--- src/rtl/css_pkg.sv ---
// Package for the streaming cosine similarity block.
// Holds datapath widths, state codes and the controller/datapath command and status structs.
package css_pkg;

  localparam int unsigned SumWidth  = 48;
  localparam int unsigned ProdWidth = 96;
  localparam int unsigned RootWidth = 48;
  localparam int unsigned QuotWidth = 64;
  localparam int unsigned CosWidth  = 16;

  // Controller states, one-hot.
  typedef enum logic [5:0] {
    StIdle = 6'b000001,
    StMul  = 6'b000010,
    StSqrt = 6'b000100,
    StDiv  = 6'b001000,
    StSat  = 6'b010000,
    StOut  = 6'b100000
  } state_e;

  // Commands from the controller to the datapath.
  typedef struct packed {
    logic accum;     // add the accepted pair into the sums
    logic latch;     // move sums to the finish stage and clear them
    logic mul_step;  // one partial product step of normA*normB
    logic sqrt_init;
    logic sqrt_step;
    logic div_init;
    logic div_step;
    logic sat;       // form the saturated result
  } dp_cmd_t;

  // Status from the datapath to the controller.
  typedef struct packed {
    logic zero_norm;
    logic mul_done;
    logic sqrt_done;
    logic div_done;
  } dp_sts_t;

endpackage

--- src/rtl/css_ctrl.sv ---
// Controller state machine for the cosine similarity block.
// Depends on css_pkg.
module css_ctrl (
  input  logic             clk_i,
  input  logic             rst_ni,
  input  logic             in_valid_i,
  input  logic             in_last_i,
  output logic             in_ready_o,
  output logic             out_valid_o,
  input  logic             out_ready_i,
  output css_pkg::dp_cmd_t cmd_o,
  input  css_pkg::dp_sts_t sts_i
);
  import css_pkg::*;

  state_e state_q, state_d;
  logic   in_fire;

  // Inputs stream while no finish is in progress.
  assign in_ready_o  = (state_q == StIdle);
  assign in_fire     = in_valid_i && in_ready_o;
  assign out_valid_o = (state_q == StOut);

  // Next state and commands.
  always_comb begin
    state_d = state_q;
    cmd_o   = '0;
    unique case (state_q)
      StIdle: begin
        cmd_o.accum = in_fire;
        if (in_fire && in_last_i) begin
          cmd_o.latch = 1'b1;
          state_d     = StMul;
        end
      end
      StMul: begin
        if (sts_i.zero_norm) begin
          cmd_o.sat = 1'b1;
          state_d   = StOut;
        end else if (sts_i.mul_done) begin
          cmd_o.sqrt_init = 1'b1;
          state_d         = StSqrt;
        end else begin
          cmd_o.mul_step = 1'b1;
        end
      end
      StSqrt: begin
        if (sts_i.sqrt_done) begin
          cmd_o.div_init = 1'b1;
          state_d        = StDiv;
        end else begin
          cmd_o.sqrt_step = 1'b1;
        end
      end
      StDiv: begin
        if (sts_i.div_done) begin
          state_d = StSat;
        end else begin
          cmd_o.div_step = 1'b1;
        end
      end
      StSat: begin
        cmd_o.sat = 1'b1;
        state_d   = StOut;
      end
      StOut: begin
        if (out_ready_i) begin
          state_d = StIdle;
        end
      end
      default: state_d = StIdle;
    endcase
  end

  always_ff @(posedge clk_i or negedge rst_ni) begin
    if (!rst_ni) begin
      state_q <= StIdle;
    end else begin
      state_q <= state_d;
    end
  end

endmodule

--- config.mk ---
export PLATFORM = sky130hd
export DESIGN_NAME = css_ctrl
export DESIGN_NICKNAME = d
export VERILOG_FILES = /design/src/rtl/css_pkg.sv /design/src/rtl/css_ctrl.sv
export SDC_FILE = /design/constraint.sdc
export NUM_CORES = 1
export LEC_CHECK = 0
export ABC_AREA = 1
export BUFFER_PORTS_ARGS = -buffer_cell sky130_fd_sc_hd__buf_2
export CAP_MARGIN = 0
export CORE_AREA = 2 2 39 41
export DETAILED_ROUTE_END_ITERATION = 10
export DIE_AREA = 0 0 41 43
export PLACE_DENSITY = 0.64
export SLEW_MARGIN = 20
export SYNTH_ARGS = -nofsm -noshare
export SYNTH_HDL_FRONTEND = slang
export SYNTH_SLANG_ARGS = --single-unit
--- constraint.sdc ---
create_clock -name clk_i -period 3.4 [get_ports clk_i]
set_clock_uncertainty 0.2 [all_clocks]
set_input_delay 0.17 -clock clk_i [delete_from_list [all_inputs] [get_ports clk_i]]
set_output_delay 0.17 -clock clk_i [all_outputs]
set_load 0.02 [all_outputs]
==> results.cfg <==
[grt]
gr-usage-all-layers_pct = 14.6
grt_pass1_wl_mm = 1.72
antenna_found_initial = 0
grt_overflow_total = 0
grt_pass1_vias = 422
grt_max_degree = 8

[placed_design]
globalplace.congestion = 0.861
dp_hpwl_um = 811
placed_cell_area_um2 = 576
io_buffers = 18
place_inst = 107

[worst_setup_path]
cp_max_fo = 7
critPathArrivalTime_ps = 1410
worstSetupEndpointType = output port
cp-start-kind = flip-flop
required_ps = 3030
critPathKind = flip-flop to output port
r2r_slack_ps = 1880

[clock_network]
clock_latency_ps = 250
cts_buffers = 3
post-cts-setup-buffers = 0
clockBufferDepth = 2
htreeDepth = 1
cts_tree = yes
root_buffer = clkbuf_4
cts.sinks = 6
clk_pin_slew_ps = 50

[finish]
largest_register_ff_count = 6
area_delta_synth_final_pct = 33.6
reg_top3 = state_q: 6 flops
design_area_um2 = 622
finalNetCount = 107
fin_cells = 113
top_register = state_q
layout-drive-gt1-share_pct = 29.9
antenna_cells = 0
num-fill-cells = 149

[floorplan]
die_h_um = 43
core-area_um2 = 1380
die_x_um = 41
num_rows = 14
io_pins = 19
initial_core_util_pct = 33.6
die_area_um2 = 1760

[routing]
wl_mm = 1.05
ant_nets = 0
drtIter0Drc = 10
via_count = 500
drc = 0
wire_per_inst_um = 9.26
avgViaCountPerCell = 4.42
drtPass1Iterations = 4

[timing]
relSlewSlack_pct = 83.3
fin_tns_setup_ps = 0
final_hold_viol_count = 0
hold_slack_ps = 27.1
fin_crit_sh_pct = 52.3
worst_pin_slew_ps = 250
fmax_mhz = 563
rsz0062_at_grt = false
final.min_clock_period_ps = 1780
setup_violations = 0
final_max_slew_viol_count = 0

[synth]
synth_cell_types = 18
synth_edf_count = 0
syn_inst = 73
syn_area_um2 = 465
ys_dominant_reg_cell = dfrtp_1
yosysWarnings = 0
syn_avg_cell_area_um2 = 6.38
ys_async_sr_fraction_pct = 100
yosysTopAreaCell = dfrtp_1
synth_most_common_cell = inv_1
ys_seq_area_share_pct = 32.5
synthTopCellsByArea = dfrtp_1 27%, inv_1 18%, nand2_1 11%, nor2_1 8.1%, dfstp_2 5.6%
mappedNetlistNets = 82
yosys.area.top_type_share_pct = 26.9
synth_commonest_cells = 22 x inv_1, 14 x nand2_1, 10 x nor2_1, 5 x dfrtp_1, 4 x nand4_1
ys_ff_latch = 6

[worst_hold_path]
hold_path_class = input port to flip-flop

[pwr]
p_leak_nw = 0.416
power_density_nw_per_um2 = 488
power_mw = 0.303
ir_drop_uv = 335

[outcome]
status = completed

[job]
drv_cap = 0
what timing repair did:
action | in CTS | in global routing
hold buffers | 2 | 0
resized for setup | 0 | 0
endpoints found under the hold margin | 7 | 0
cells by family after synthesis:
kind of cell	share of synthesized area [%]
and+or+nand+nor	43.5
AOI/OAI and AO/OA	6.18
buffers and inverters	17.7
DFF	32.5
stage by stage:
stage | utilization, % | setup slack [ps]
5_1_grt | 44.9 | 1490
3_5_place_dp | 41.6 | 1900
2_1_floorplan | - | 1760
3_3_place_gp | 41.6 | 1920
6_report | 44.9 | 1620
4_1_cts | 44.9 | 1630
final timing paths:
kind | cells past startpoint | startpoint | endpoint
min reg2reg | 3 | state_q[2] | state_q[4]
max | 6 | state_q[1] | cmd_o[2]
min in group asynchronous | 2 | rst_ni | state_q[1]
min | 3 | sts_i[1] | state_q[3]
max reg2reg | 8 | state_q[0] | state_q[2]
max in group asynchronous | 2 | rst_ni | state_q[0]
placed cells by master, fill, tap and decap left out:
cell / n
dfrtp_1: 5
o21ai_0: 2
buf_2: 18
nor2_1: 10
o21ai_2: 1
o21ai_1: 1
nand2_1: 14
nand2_2: 1
nand4_1: 4
nor2_4: 2
a21oi_1: 1
nand3_1: 3
nor3b_1: 1
and3_1: 1
dfstp_2: 1
nand3b_1: 1
dlygate4sd3_1: 2
inv_1: 22
clkbuf_1: 1
nor3_2: 1
nor2_2: 2
clkbuf_4: 3
worst max-delay path: stages, from the launching register on:
cell	delay [ps]
dfrtp_1	400
nor2_2	250
nand2_1	90
nor2_1	120
inv_1	60
nor2_1	80
buf_2	160
layout make-up:
type                    count  area, um^2  area share, %
clock buffers               4        26.3           4.23
inverters                  22        82.6           13.3
multi-input cells          45         231           37.2
flip-flops and latches      6         151           24.3
well taps                  16        20.0           3.22
repair buffers             20         110           17.7
per-layer routing:
layer / vias up / GRT usage [%] / part of all wire (%)
li1: 267 / - / -
met1: 218 / 20.1 / 45
met2: 11 / 20.3 / 47
met3: 4 / 3.14 / 5.1
met4: 0 / 8.00 / 2.3
met5: - / 0 / 0
where the power goes:
group          switching [mW]  leakage (nW)  internal, mW  total, mW
registers              0.0101        0.0796        0.0862     0.0963
logic                  0.0874         0.322        0.0459      0.133
clock network          0.0290        0.0150        0.0447     0.0737
total                   0.127         0.416         0.177      0.303
Note: power is estimated with default switching activity, not from simulation.
